===== config.mk =====
export PLATFORM = sky130hd
export DESIGN_NAME = duty_cycle_wake_scheduler_top
export DESIGN_NICKNAME = d
export VERILOG_FILES = /design/src/rtl/core/dcws_pkg.sv /design/src/rtl/core/dcws_slot_scan.sv /design/src/rtl/core/duty_cycle_wake_scheduler_top.sv
export SDC_FILE = /design/constraint.sdc
export NUM_CORES = 1
export LEC_CHECK = 0
export BUFFER_PORTS_ARGS = -buffer_cell sky130_fd_sc_hd__buf_2
export CAP_MARGIN = 5
export CORE_ASPECT_RATIO = 1.75
export CORE_MARGIN = 2
export CORE_UTILIZATION = 52
export CTS_BUF_LIST = sky130_fd_sc_hd__clkbuf_4
export DETAILED_ROUTE_END_ITERATION = 8
export GPL_TIMING_DRIVEN = 0
export MAX_ROUTING_LAYER = met4
export PLACE_DENSITY_LB_ADDON = 0.2
export SLEW_MARGIN = 20
export SYNTH_ARGS = -nofsm -noshare
export SYNTH_HDL_FRONTEND = slang
export SYNTH_HIERARCHICAL = 1
export SYNTH_SLANG_ARGS = --single-unit

===== constraint.sdc =====
create_clock -name clk -period 8.3 [get_ports clk]
set_clock_uncertainty 0.1 [all_clocks]
set_input_delay 0.415 -clock clk [delete_from_list [all_inputs] [get_ports clk]]
set_output_delay 0.415 -clock clk [all_outputs]
set_load 0.005 [all_outputs]

===== src/rtl/core/dcws_pkg.sv =====
// ----------------------------------------------------------------------------
// dcws_pkg
// Shared types, constants and helpers for the duty-cycle wake scheduler.
// ----------------------------------------------------------------------------
`default_nettype none

package dcws_pkg;

  localparam int unsigned NUM_SLOTS    = 144;
  localparam int unsigned SLOT_W       = 8;
  localparam int unsigned RUN_W        = 8;
  localparam int unsigned SCHED_W      = 48;
  localparam int unsigned IDLE_W       = 17;

  localparam logic [SLOT_W-1:0] LAST_SLOT = SLOT_W'(NUM_SLOTS - 1);
  localparam logic [RUN_W-1:0]  MAX_RUN   = RUN_W'(NUM_SLOTS);

  // op codes carried on in_tuser
  localparam logic [1:0] OP_TICK    = 2'd0;
  localparam logic [1:0] OP_LOAD    = 2'd1;
  localparam logic [1:0] OP_REFRESH = 2'd2;

  // configuration register indexes
  localparam logic [1:0] REG_SCHED_LOW  = 2'd0;
  localparam logic [1:0] REG_SCHED_MID  = 2'd1;
  localparam logic [1:0] REG_SCHED_HIGH = 2'd2;
  localparam logic [1:0] REG_NET_ENABLE = 2'd3;

  typedef struct packed {
    logic              start;
    logic [SLOT_W-1:0] first_slot;
  } scan_cmd_t;

  typedef struct packed {
    logic             done;
    logic [RUN_W-1:0] run;
  } scan_status_t;

  // minute / 10 for 0..63 by reciprocal multiply
  function automatic logic [2:0] div10(input logic [5:0] m);
    logic [13:0] prod;
    prod = 14'(m) * 14'd205;
    return prod[13:11];
  endfunction

  // next slot index with wrap
  function automatic logic [SLOT_W-1:0] slot_inc(input logic [SLOT_W-1:0] s);
    return (s == LAST_SLOT) ? '0 : s + SLOT_W'(1);
  endfunction

endpackage

`default_nettype wire


===== src/rtl/core/dcws_slot_scan.sv =====
// ----------------------------------------------------------------------------
// dcws_slot_scan
// Walks the schedule one slot per cycle from a start slot and counts the run
// of set slots, wrapping, at most one full lap.
// ----------------------------------------------------------------------------
`default_nettype none

module dcws_slot_scan
  import dcws_pkg::*;
(
  input  wire logic                     clk,
  input  wire logic                     rst_n,
  input  wire logic [3*SCHED_W-1:0]     sched,
  input  wire scan_cmd_t                cmd,
  output scan_status_t                  status
);

  logic              busy_r, busy_nxt;
  logic              done_r, done_nxt;
  logic [SLOT_W-1:0] idx_r, idx_nxt;
  logic [RUN_W-1:0]  run_r, run_nxt;
  logic [RUN_W-1:0]  run_inc;

  assign run_inc = run_r + RUN_W'(1);

  always_comb begin
    busy_nxt = busy_r;
    done_nxt = 1'b0;
    idx_nxt  = idx_r;
    run_nxt  = run_r;
    if (cmd.start) begin
      busy_nxt = 1'b1;
      idx_nxt  = cmd.first_slot;
      run_nxt  = '0;
    end else if (busy_r) begin
      if (!sched[idx_r]) begin
        busy_nxt = 1'b0;
        done_nxt = 1'b1;
      end else begin
        run_nxt = run_inc;
        idx_nxt = slot_inc(idx_r);
        // full lap of set slots
        if (run_inc == MAX_RUN) begin
          busy_nxt = 1'b0;
          done_nxt = 1'b1;
        end
      end
    end
  end

  always_ff @(posedge clk) begin
    if (!rst_n) begin
      busy_r <= 1'b0;
      done_r <= 1'b0;
    end else begin
      busy_r <= busy_nxt;
      done_r <= done_nxt;
    end
    idx_r <= idx_nxt;
    run_r <= run_nxt;
  end

  assign status.done = done_r;
  assign status.run  = run_r;

endmodule

`default_nettype wire


===== src/rtl/core/duty_cycle_wake_scheduler_top.sv =====
// ----------------------------------------------------------------------------
// duty_cycle_wake_scheduler_top
// Time-of-day clock with a 144-slot ten-minute wake schedule.
// ----------------------------------------------------------------------------
// Each input transfer (tick, time load or active-flag refresh, selected by
// in_tuser) produces one result transfer with the time, day count, active flag
// and idle seconds. An item passes through ST_START and ST_CALC; when the node
// is active it also waits in ST_SCAN while the slot scanner counts the run of
// set slots following the current one, ending early after a full lap of 144.
// The slot scanner checks one schedule bit per cycle, and a result that waits
// on out_tready adds its stall to the item. in_tready is low while an item is
// in progress. The user must write the schedule registers and net enable
// through the cfg port only while the block is idle; the block itself does not
// enforce this. Net enable resets to 1.
`default_nettype none

module duty_cycle_wake_scheduler_top
  import dcws_pkg::*;
(
  input  wire logic        clk,
  input  wire logic        rst_n,

  input  wire logic        in_tvalid,
  output logic             in_tready,
  input  wire logic [23:0] in_tdata,   // load_hour[4:0], load_minute[10:5], load_second[16:11]
  input  wire logic [1:0]  in_tuser,   // op[1:0]

  output logic             out_tvalid,
  input  wire logic        out_tready,
  output logic [55:0]      out_tdata,  // hour_now[4:0], minute_now[10:5], second_now[16:11],
                                       // day_total[32:17], is_active[33], idle_seconds[50:34]

  input  wire logic        cfg_wr_en,
  input  wire logic [1:0]  cfg_index,
  input  wire logic [47:0] cfg_wdata
);

  typedef enum logic [1:0] {ST_IDLE, ST_START, ST_SCAN, ST_CALC} state_t;

  state_t              state_r, state_nxt;
  logic [4:0]          hour_r, hour_nxt;
  logic [5:0]          minute_r, minute_nxt;
  logic [5:0]          second_r, second_nxt;
  logic [15:0]         day_r, day_nxt;
  logic                active_r, active_nxt;
  logic                out_valid_r, out_valid_nxt;
  logic [55:0]         out_data_r, out_data_nxt;

  logic [SCHED_W-1:0]  sched_low_r, sched_mid_r, sched_high_r;
  logic                net_en_r;
  logic [3*SCHED_W-1:0] sched;

  scan_cmd_t           scan_cmd;
  scan_status_t        scan_status;

  logic                in_xfer;
  logic [1:0]          op;
  logic [6:0]          sec_inc, min_inc;
  logic [5:0]          hour_inc;
  logic [2:0]          min_tens;
  logic [3:0]          min_units;
  logic [SLOT_W-1:0]   slot_raw, cur_slot;
  logic [10:0]         slot_mins;
  logic [IDLE_W-1:0]   idle_base, idle_val;

  assign sched     = {sched_high_r, sched_mid_r, sched_low_r};
  assign in_tready = (state_r == ST_IDLE);
  assign in_xfer   = in_tvalid && in_tready;
  assign op        = in_tuser;

  // current slot = (hour*6 + minute/10) mod 144
  assign min_tens  = div10(minute_r);
  assign min_units = 4'(minute_r - 6'(min_tens) * 6'd10);
  assign slot_raw  = (SLOT_W'(hour_r) << 2) + (SLOT_W'(hour_r) << 1) + SLOT_W'(min_tens);
  assign cur_slot  = (slot_raw >= SLOT_W'(NUM_SLOTS)) ? slot_raw - SLOT_W'(NUM_SLOTS) : slot_raw;

  // idle = (10*run + 9 - minute%10)*60 + 60 - second, clamped at zero
  assign slot_mins = (11'(scan_status.run) << 3) + (11'(scan_status.run) << 1)
                     + 11'd9 - 11'(min_units);
  assign idle_base = (IDLE_W'(slot_mins) << 6) - (IDLE_W'(slot_mins) << 2) + IDLE_W'(60);
  assign idle_val  = (idle_base < IDLE_W'(second_r)) ? '0 : idle_base - IDLE_W'(second_r);

  assign sec_inc  = 7'(second_r) + 7'd1;

  always_comb begin
    state_nxt     = state_r;
    hour_nxt      = hour_r;
    minute_nxt    = minute_r;
    second_nxt    = second_r;
    day_nxt       = day_r;
    active_nxt    = active_r;
    out_valid_nxt = out_valid_r;
    out_data_nxt  = out_data_r;
    scan_cmd      = '{start: 1'b0, first_slot: slot_inc(cur_slot)};
    min_inc       = 7'(minute_r);
    hour_inc      = 6'(hour_r);

    if (out_valid_r && out_tready) begin
      out_valid_nxt = 1'b0;
    end

    case (state_r)
      ST_IDLE: begin
        if (in_xfer) begin
          state_nxt = ST_START;
          case (op)
            OP_TICK: begin
              second_nxt = sec_inc[5:0];
              if (sec_inc >= 7'd60) begin
                second_nxt = '0;
                min_inc    = 7'(minute_r) + 7'd1;
              end
              minute_nxt = min_inc[5:0];
              if (min_inc >= 7'd60) begin
                minute_nxt = '0;
                hour_inc   = 6'(hour_r) + 6'd1;
              end
              hour_nxt = hour_inc[4:0];
              if (hour_inc >= 6'd24) begin
                hour_nxt = '0;
                day_nxt  = day_r + 16'd1;
              end
            end
            OP_LOAD: begin
              hour_nxt   = in_tdata[4:0];
              minute_nxt = in_tdata[10:5];
              second_nxt = in_tdata[16:11];
            end
            OP_REFRESH: begin
              active_nxt = net_en_r && sched[cur_slot];
            end
            default: ;
          endcase
        end
      end
      ST_START: begin
        if (active_r) begin
          scan_cmd.start = 1'b1;
          state_nxt      = ST_SCAN;
        end else begin
          state_nxt = ST_CALC;
        end
      end
      ST_SCAN: begin
        if (scan_status.done) begin
          state_nxt = ST_CALC;
        end
      end
      ST_CALC: begin
        if (!out_valid_r || out_tready) begin
          out_valid_nxt = 1'b1;
          out_data_nxt  = {5'd0,
                           (active_r ? idle_val : IDLE_W'(0)),
                           active_r, day_r, second_r, minute_r, hour_r};
          state_nxt     = ST_IDLE;
        end
      end
      default: state_nxt = ST_IDLE;
    endcase
  end

  always_ff @(posedge clk) begin
    if (!rst_n) begin
      state_r      <= ST_IDLE;
      hour_r       <= '0;
      minute_r     <= '0;
      second_r     <= '0;
      day_r        <= '0;
      active_r     <= 1'b0;
      out_valid_r  <= 1'b0;
      sched_low_r  <= '0;
      sched_mid_r  <= '0;
      sched_high_r <= '0;
      net_en_r     <= 1'b1;
    end else begin
      state_r     <= state_nxt;
      hour_r      <= hour_nxt;
      minute_r    <= minute_nxt;
      second_r    <= second_nxt;
      day_r       <= day_nxt;
      active_r    <= active_nxt;
      out_valid_r <= out_valid_nxt;
      if (cfg_wr_en) begin
        case (cfg_index)
          REG_SCHED_LOW:  sched_low_r  <= cfg_wdata;
          REG_SCHED_MID:  sched_mid_r  <= cfg_wdata;
          REG_SCHED_HIGH: sched_high_r <= cfg_wdata;
          REG_NET_ENABLE: net_en_r     <= cfg_wdata[0];
          default: ;
        endcase
      end
    end
    out_data_r <= out_data_nxt;
  end

  dcws_slot_scan u_scan (
    .clk    (clk),
    .rst_n  (rst_n),
    .sched  (sched),
    .cmd    (scan_cmd),
    .status (scan_status)
  );

  assign out_tvalid = out_valid_r;
  assign out_tdata  = out_data_r;

  // idle seconds are only reported while the node is awake
  assert property (@(posedge clk) disable iff (!rst_n)
    out_tvalid |-> (out_tdata[33] || out_tdata[50:34] == '0))
    else $error("idle seconds nonzero while inactive");

  // no new transfer accepted right after one
  assert property (@(posedge clk) disable iff (!rst_n)
    in_xfer |=> !in_tready)
    else $error("input accepted while item in progress");

  // the scanner reports only while its result is awaited
  assert property (@(posedge clk) disable iff (!rst_n)
    scan_status.done |-> (state_r == ST_SCAN && scan_status.run <= MAX_RUN))
    else $error("unexpected scan completion");

  // time fields only move on an accepted item
  assert property (@(posedge clk) disable iff (!rst_n)
    (state_r != ST_IDLE) |=> $stable(day_r) && $stable(second_r))
    else $error("time changed mid item");

endmodule

`default_nettype wire

==> results.py, run 1 <==
metrics = {
    "outcome": {
        "outcome": "finished clean",
    },
    "sta": {
        "slew_headroom": 0.293,
        "fin_crit_ps": 8060,
        "hold_viol": 0,
        "finalSetupViolCount": 0,
        "tns_ps": 0,
        "fmax_mhz": 124,
        "period_share": 0.971,
        "worst-slew-pin-transition_ps": 1060,
        "slew_violations": 0,
    },
    "setup_path": {
        "endpoint_kind": "register",
        "worstSetupStartpointType": "register",
        "reg2reg_slack_ps": 240,
        "crit_slowest_cell": "fa_2",
        "worst_ep_arrival_time_ps": 8460,
        "crit_buf_inv": 8,
        "worst_ep_required_time_ps": 8700,
        "crit_path_max_incr_delay_ps": 520,
        "cp_max_fo": 17,
        "cp_top_family": "adder cells",
        "path_class": "reg -> reg",
    },
    "synthesis": {
        "synth_edf_count": 59,
        "yosysWarnings": 6,
        "synth_ff_type": "dfxtp_1",
        "syn_avg_cell_area_um2": 8.59,
        "synth-seq-area-share": 0.360,
        "ys_ff_latch": 251,
        "synthesis.area_um2": 15600,
        "async_reset_ff_frac": 0,
        "syn_inst": 1814,
        "ys_types": 89,
    },
    "drt": {
        "wl_per_cell_um": 19.2,
        "wl_mm": 48.5,
        "viasPerCell": 5.70,
        "drtAntennaViolNets": 0,
        "drcViolationCount": 0,
        "vias": 14400,
        "initialDrtViolationCount": 962,
        "first_pass_iters": 5,
    },
    "die": {
        "rows": 83,
        "coreArea_um2": 29400,
        "die_area_um2": 31400,
        "io_pins": 139,
        "die_x_um": 135,
        "die_h_um": 233,
        "initial_core_util": 0.531,
    },
    "placed_design": {
        "place_hpwl_mm": 36.1,
        "io_buffers": 125,
        "dp.cells": 2326,
        "routabilityCongestion": 1.02,
    },
    "cts": {
        "clock-sinks": 251,
        "cts_buffers": 58,
        "cts-htree-levels": 2,
        "clock_path_buffers": 3,
        "clk-insertion-delay-late_ps": 760,
        "cts_root_buf": "clkbuf_4",
        "cts_tree": "yes",
        "path_clk_slew_ps": 90,
    },
    "power_and_ir_drop": {
        "clkPwrFrac": 0.193,
        "swShare": 0.408,
        "max-vdd-ir-drop_mv": 0.317,
        "power_density_nw_per_um2": 276,
        "pwr-share-seq": 0.268,
        "cellInternalPower_uw": 3070,
        "pwr-share-comb": 0.539,
        "p_leak_uw": 0.00710,
        "p_sw_uw": 2120,
    },
    "grt": {
        "grt_pass1_vias": 14500,
        "grt-ovfl-total": 0,
        "gr-usage-all-layers": 0.317,
        "grt_max_degree": 31,
        "grt_pass1_wl_mm": 74.8,
        "antenna_found_initial": 1,
    },
    "cells_and_area": {
        "layout.nets": 2275,
        "area_growth_pct": 20.6,
        "mostFrequentLayoutCell": "nand2_1",
        "drive_gt1_frac": 0.180,
        "utilization": 0.640,
        "instances_no_fill": 2530,
        "mostFrequentLayoutCells": "nand2_1, dfxtp_1, a21boi_0, buf_2, nand3_1",
    },
    "hold_path": {
        "hold_class": "in -> reg",
    },
    "job": {
        "maxCapViolCount": 0,
    },
}
[flip-flops by register name, indices dropped and copies added, names as in the netlist, 2 cells and up]
name	cells
out_tdata	51
sched_high_r	48
sched_low_r	48
sched_mid_r	48
day_r	16
u_scan/idx_r	8
u_scan/run_r	8
minute_r	6
second_r	6
hour_r	5
state_r	2
[final timing paths]
check,startpoint,endpoint,cells after the start
hold / removal,in_tuser[0],second_r[4],3
hold reg to reg,day_r[14],out_tdata[31],0
setup reg to reg,minute_r[4],out_tdata[37],35
setup / recovery,minute_r[4],out_tdata[37],35
[layout make-up]
type,instances,area [um^2]
Clock buffer,74,556
Fill cell,2516,10600
Timing Repair Buffer,229,1620
Clock inverter,32,185
Sequential cell,251,5630
Multi-Input combinational cell,1372,9520
Buffer,107,504
Tap cell,382,478
Antenna cell,1,2.50
Inverter,82,310
[cell families (layout without fill, tap and decap cells)]
| group | count (synthesis) | in the layout | share of synthesized area |
|---|---|---|---|
| buffers and inverters | 195 | 524 | 0.0524 |
| adders and majority gates | 93 | 93 | 0.0799 |
| xor gates and xnor gates | 67 | 67 | 0.0390 |
| other | 1 | 6 | 0.000241 |
| AOI/OAI and AO/OA | 357 | 357 | 0.167 |
| muxes | 89 | 89 | 0.0858 |
| and+or+nand+nor | 761 | 761 | 0.216 |
| DFF | 251 | 251 | 0.360 |
[worst register-to-register path, delay by kind of cell (launching register included)]
kind	cells	cell delay, ps
buf+inv	8	1310
fa+ha+maj	9	2970
xor+xnor	3	410
simple gates	7	1170
flops	1	410
compound gates	8	1430
[cells in the mapped netlist, drive strengths merged (18+ instances only)]
master	n	area share
a21oi	37	0.013
xnor2	48	0.027
a21boi	156	0.075
dfxtp	192	0.25
nor2b	26	0.010
mux4	34	0.049
clkbuf	79	0.019
ha	82	0.066
inv	82	0.020
o21ai	49	0.016
mux2i	41	0.026
xor2	18	0.010
buf	34	0.014
nand4	18	0.0072
nor2	70	0.017
edfxtp	59	0.11
nand3	77	0.025
nand2	471	0.11
[per-layer routing]
metal | track usage | share of wire | vias up | wire [um]
met4 | 0.252 | 0.088 | 0 | 4260
met5 | - | 0 | - | 0
met3 | 0.0477 | 0.052 | 225 | 2540
met2 | 0.571 | 0.52 | 607 | 25400
li1 | - | - | 6902 | -
met1 | 0.293 | 0.34 | 6694 | 16300
[power by group through the flow]
stage / logic, uW / clock network, uW / registers, uW
3_5_place_dp: 2290 / 0 / 1420
6_report: 2800 / 1000 / 1390
5_1_grt: 3060 / 1080 / 1400
3_3_place_gp: 2230 / 0 / 1420
4_1_cts: 2520 / 1030 / 1390
2_1_floorplan: 1800 / 0 / 1400
[repair_timing]
item | in CTS | in global routing
pin swaps | 12 | 37
gates resized for setup | 21 | 43
setup endpoints to repair | 17 | 17
hold buffers | 71 | 0
endpoints found under the hold margin | 165 | 0
buffers inserted | 11 | 20
cloned | 1 | 0
[through the flow]
step | setup slack (ps) | cell area, um^2 | power (uW) | hold WS [ps]
6_report | 242 | 18800 | 5190 | 53.1
5_1_grt | -86.1 | 18800 | 5530 | 44.2
4_1_cts | 17.2 | 18500 | 4940 | 0.460
3_5_place_dp | -1080 | 16900 | 3710 | 343
3_3_place_gp | -993 | 16800 | 3650 | 337
2_1_floorplan | 15.1 | 15700 | 3200 | 329
No activity file was read; power rests on OpenSTA's default activity.
==> inputs of run 2 (changes only) <==
CORE_MARGIN = 4   (was 2)
clock period = 7.2 ns   (was 8.3 ns; I/O delays follow)
==> run 2 against run 1 <==
Compared with the run above:
- the run now ends with setup timing left
- largest cell class unchanged
- clock power is 25% higher
- utilization is 0.64 points higher
- count of clock-buffer cells in the layout is 13 higher
- global-route usage is 1.6 points lower
- critical path depth is 1 lower
- routed wire length is 2.2% higher
- die area is 4.7% higher
- total power is 22% higher
- sequential power is 15% higher
- combinational power is 25% higher
- cell area is 1.4% higher
- cell count is 0.28% higher
==> results.py, run 2 (synthesis gave the netlist of run 1 again) <==
metrics = {
    "setup_path": {
        "timing.rr.end": "out_tdata[37]",
        "cp_common_cell": "ha_4",
        "r2r_cells": 34,
        "reg2reg_slack_ps": -740,
        "worst_ep_arrival_time_ps": 8310,
        "cp_max_fo": 6,
        "timing.rr.start": "minute_r[4]",
        "crit_path_max_incr_delay_ps": 560,
        "path_class": "reg -> reg",
        "worst_ep_required_time_ps": 7570,
        "worstSetupStartpointType": "register",
        "crit_slowest_cell": "fa_1",
        "endpoint_kind": "register",
    },
    "drt": {
        "first_pass_iters": 6,
        "viasPerCell": 5.78,
        "vias": 14700,
        "wl_mm": 49.6,
        "wl_per_cell_um": 19.5,
        "initialDrtViolationCount": 884,
        "drcViolationCount": 0,
        "drtAntennaViolNets": 0,
    },
    "cts": {
        "cts-htree-levels": 2,
        "clk-insertion-delay-late_ps": 770,
        "clock_path_buffers": 3,
        "cts_buffers": 60,
        "cts_tree": "yes",
        "path_clk_slew_ps": 70,
        "cts_root_buf": "clkbuf_4",
        "clock-sinks": 251,
    },
    "placed_design": {
        "io_buffers": 125,
        "dpl_worst_slack_ps": -2080,
        "dp.cells": 2326,
        "routabilityCongestion": 1.06,
        "place_hpwl_mm": 36.6,
    },
    "cells_and_area": {
        "instances_no_fill": 2537,
        "mostFrequentLayoutCells": "nand2_1, dfxtp_1, a21boi_0, buf_2, clkbuf_4",
        "mostFrequentLayoutCell": "nand2_1",
        "layout.nets": 2281,
        "drive_gt1_frac": 0.198,
        "area_growth_pct": 22.3,
        "regArea_um2": 5640,
        "fill_cells": 2524,
        "multi_input_area_um2": 9640,
        "largest_reg_flops": 51,
    },
    "die": {
        "coreArea_um2": 29500,
        "die_h_um": 237,
        "die_x_um": 139,
        "die_area_um2": 32900,
        "io_pins": 139,
        "initial_core_util": 0.529,
        "rows": 83,
    },
    "grt": {
        "antenna_found_initial": 1,
        "grt-ovfl-total": 0,
        "gr-usage-all-layers": 0.300,
        "grt_pass1_wl_mm": 76.8,
        "grt_pass1_vias": 14700,
        "grt_max_degree": 31,
    },
    "power_and_ir_drop": {
        "p_total_uw": 6350,
        "max-vdd-ir-drop_mv": 0.481,
        "power_density_nw_per_um2": 333,
        "p_leak_uw": 0.00719,
    },
    "sta": {
        "hold_ws_ps": 85.9,
        "finalSetupViolCount": 17,
        "period_share": 1.10,
        "tns_ps": -12340,
        "fin_crit_ps": 7940,
        "slew_headroom": 0.375,
        "rsz0062_at_grt": "true",
        "worst-slew-pin-transition_ps": 938,
        "setup_ws_ps": -740,
        "fmax_mhz": 126,
        "hold_viol": 0,
        "slew_violations": 0,
    },
    "hold_path": {
        "hp-start": "in_tvalid",
        "worstHoldPathCells": 5,
        "whs_endpoint": "active_r",
        "hold_class": "in -> reg",
    },
    "outcome": {
        "violations": "setup timing",
        "outcome": "finished, violations left",
    },
    "job": {
        "maxCapViolCount": 0,
    },
}
[run 2: changes by cell type in the layout (fill, tap and decap cells not counted), sizes merged]
cell	change
bufinv	+1
clkinv	-11
dlygate4sd3	+1
buf	+3
clkbuf	+13
[run 2: repair_timing]
action	CTS	global route
setup endpoints to repair	24	21
hold endpoints to repair	166	0
pin swaps	43	22
gates resized for setup	49	25
cloned	1	0
hold buffers	72	0
buffers inserted	27	7
[run 2: how the worst max path moves through the flow]
stage,depth (start not counted),startpoint,to,slack (ps)
after floorplan,38,minute_r[4],out_tdata[48],-990
after detailed placement,32,minute_r[0],out_tdata[34],-2080
after global placement,36,minute_r[4],out_tdata[45],-1950
after CTS,39,minute_r[4],out_tdata[49],-700
final,34,minute_r[4],out_tdata[37],-740
after global routing,32,minute_r[4],out_tdata[45],-1110
[run 2: metal layers]
metal	track usage	vias up	wire, um	share of wire
met5	-	-	0	0
met4	0.229	0	4200	0.085
met3	0.0455	247	2770	0.056
met2	0.548	647	26400	0.53
met1	0.278	6851	16200	0.33
li1	-	6911	-	-
[run 2: final cells by class]
class                   count  share of cell area
clock buffers              87              0.0343
inverters                  82              0.0164
clock inverters            22             0.00893
plain buffers             107              0.0263
diodes                      1            0.000131
multi-input cells        1372               0.506
flip-flops and latches    251               0.296
well taps                 382              0.0251
repair buffers            233              0.0878
[run 2: through the flow]
stage | util | instance area [um^2]
after floorplan | - | 15800
after global placement | 0.573 | 16900
after detailed placement | 0.574 | 16900
after CTS | 0.641 | 18900
after global routing | 0.646 | 19100
final | 0.646 | 19100
[run 2: critical path: cells and delay by family, from the launching register on]
kind | cells | cell delay (ps)
fa+ha+maj | 11 | 3420
compound gates | 7 | 1590
xor+xnor | 5 | 770
buf+inv | 7 | 750
simple gates | 4 | 640
flops | 1 | 380
[run 2: report_power, final]
part           internal, uW  total, uW  switching (uW)
clock network           663       1250             586
registers              1530       1600            63.8
logic                  1560       3500            1940
==> inputs of run 3 (changes only) <==
GPL_TIMING_DRIVEN = 1   (was 0)
clock period = 8.7 ns   (was 7.2 ns; I/O delays follow)
==> run 3 against run 2 <==
Compared with the run above:
- the flow now finishes without violations
- cell area shrank 5.4%
- utilization shrank 3.5 points
- first-iteration DRC count shrank 14%
- sequential share of layout area grew 1.6 points
- count of clock-buffer cells in the layout shrank 3
- global-route usage shrank 4.7 points
- via count shrank 6.6%
- flip-flop and latch count is the same
- critical path type unchanged
- largest cell class unchanged
- largest power group unchanged
==> results.py, run 3 (synthesis gave the netlist of run 1 again) <==
metrics = {
    "outcome": {
        "outcome": "finished clean",
    },
    "cts": {
        "clock-sinks": 251,
        "cts_root_buf": "clkbuf_4",
        "path_clk_slew_ps": 60,
        "cts_buffers": 60,
        "cts-htree-levels": 2,
        "clock_path_buffers": 3,
        "clk-insertion-delay-late_ps": 780,
        "cts_tree": "yes",
    },
    "cells_and_area": {
        "mostFrequentLayoutCell": "nand2_1",
        "multi_input_area_um2": 9290,
        "regArea_um2": 5620,
        "area_growth_pct": 15.6,
        "mostFrequentLayoutCells": "nand2_1, dfxtp_1, a21boi_0, buf_2, clkbuf_4",
        "largest_reg_flops": 51,
        "drive_gt1_frac": 0.165,
        "utilization": 0.611,
        "layout.nets": 2165,
        "fill_cells": 2657,
        "final_cell_area_um2": 18000,
    },
    "power_and_ir_drop": {
        "p_leak_uw": 0.00685,
        "p_total_uw": 4570,
        "power_density_nw_per_um2": 254,
        "max-vdd-ir-drop_mv": 0.259,
    },
    "setup_path": {
        "endpoint_kind": "register",
        "timing.rr.end": "out_tdata[49]",
        "worst_ep_required_time_ps": 9080,
        "timing.rr.start": "minute_r[4]",
        "cp_max_fo": 8,
        "worstSetupStartpointType": "register",
        "crit_buf_inv": 5,
        "worst_ep_arrival_time_ps": 8730,
        "cp_common_cell": "ha_1",
        "path_class": "reg -> reg",
        "cp_top_family": "adder cells",
        "crit_path_max_incr_delay_ps": 470,
        "r2r_cells": 34,
        "crit_slowest_cell": "fa_1",
        "reg2reg_slack_ps": 350,
    },
    "die": {
        "rows": 83,
        "die_area_um2": 32900,
        "initial_core_util": 0.529,
        "die_h_um": 237,
        "coreArea_um2": 29500,
        "io_pins": 139,
        "die_x_um": 139,
    },
    "drt": {
        "first_pass_iters": 6,
        "drtAntennaViolNets": 0,
        "drcViolationCount": 0,
        "wl_mm": 41.6,
        "viasPerCell": 5.65,
        "initialDrtViolationCount": 756,
        "wl_per_cell_um": 17.2,
        "vias": 13700,
    },
    "grt": {
        "grt_pass1_wl_mm": 67.2,
        "grt-ovfl-total": 0,
        "gr-usage-all-layers": 0.253,
        "grt_max_degree": 110,
        "grt_pass1_vias": 13600,
        "antenna_found_initial": 1,
    },
    "sta": {
        "hold_viol": 0,
        "slew_headroom": 0.310,
        "fin_crit_ps": 8350,
        "worst-slew-pin-transition_ps": 1030,
        "hold_ws_ps": 81.2,
        "slew_violations": 0,
        "fmax_mhz": 120,
        "period_share": 0.959,
        "setup_ws_ps": 354,
        "finalSetupViolCount": 0,
    },
    "hold_path": {
        "hp-start": "in_tdata[5]",
        "whs_endpoint": "minute_r[0]",
        "hold_class": "in -> reg",
        "worstHoldPathCells": 5,
    },
    "placed_design": {
        "io_buffers": 126,
        "dpl_worst_slack_ps": 84.9,
        "place_hpwl_mm": 28.5,
        "placed_area_um2": 16400,
        "routabilityCongestion": 0.876,
    },
    "job": {
        "maxCapViolCount": 0,
    },
}
## run 3: changes by cell type in the layout (fill, tap and decap cells not counted), sizes merged
cell / delta
buf: -32
bufbuf: -1
bufinv: -2
clkbuf: -79
clkinv: +9
dlygate4sd3: -7
## run 3: worst max path at each step
stage	from	endpoint	slack, ps	depth (start not counted)
3_3_place_gp	minute_r[4]	out_tdata[49]	170	34
3_5_place_dp	minute_r[4]	out_tdata[49]	80	33
2_1_floorplan	minute_r[4]	out_tdata[48]	20	38
6_report	minute_r[4]	out_tdata[49]	350	34
5_1_grt	minute_r[4]	out_tdata[49]	-160	35
4_1_cts	minute_r[4]	out_tdata[49]	40	33
## run 3: metal layers
layer	global-route usage	share of wire
met1	0.256	0.36
met2	0.466	0.53
met3	0.0329	0.050
met4	0.144	0.059
met5	-	0
## run 3: where the power goes
part	switching, uW	leakage [uW]	internal, uW
logic	1310	0.00434	963
clock network	503	0.000455	480
registers	49.0	0.00205	1270
total	1860	0.00685	2710
## run 3: repair_timing
item | CTS | global route
endpoints found under the setup margin | 0 | 17
hold buffers | 65 | 0
setup buffers | 0 | 7
resized for setup | 0 | 19
endpoints found under the hold margin | 162 | 0
## run 3: stage by stage
stage          cells  setup TNS (ps)
2_1_floorplan   1818               0
5_1_grt         2425           -2300
3_5_place_dp    2238               0
6_report        2425               0
4_1_cts         2416               0
3_3_place_gp    2237               0
## run 3: worst min-delay path, cell delays in order
cell and delay (ps):
buf_2 100, nor2_1 110, nor2_1 50, o21ai_0 60, a21boi_0 100
## run 3: cell type report
class	count	area share
antenna	1	0.000139
clock inverter	29	0.00826
multi-input combinational	1372	0.515
sequential	251	0.312
timing repair buffer	224	0.0861
inverter	82	0.0171
clock buffer	84	0.0350
tap	382	0.0265
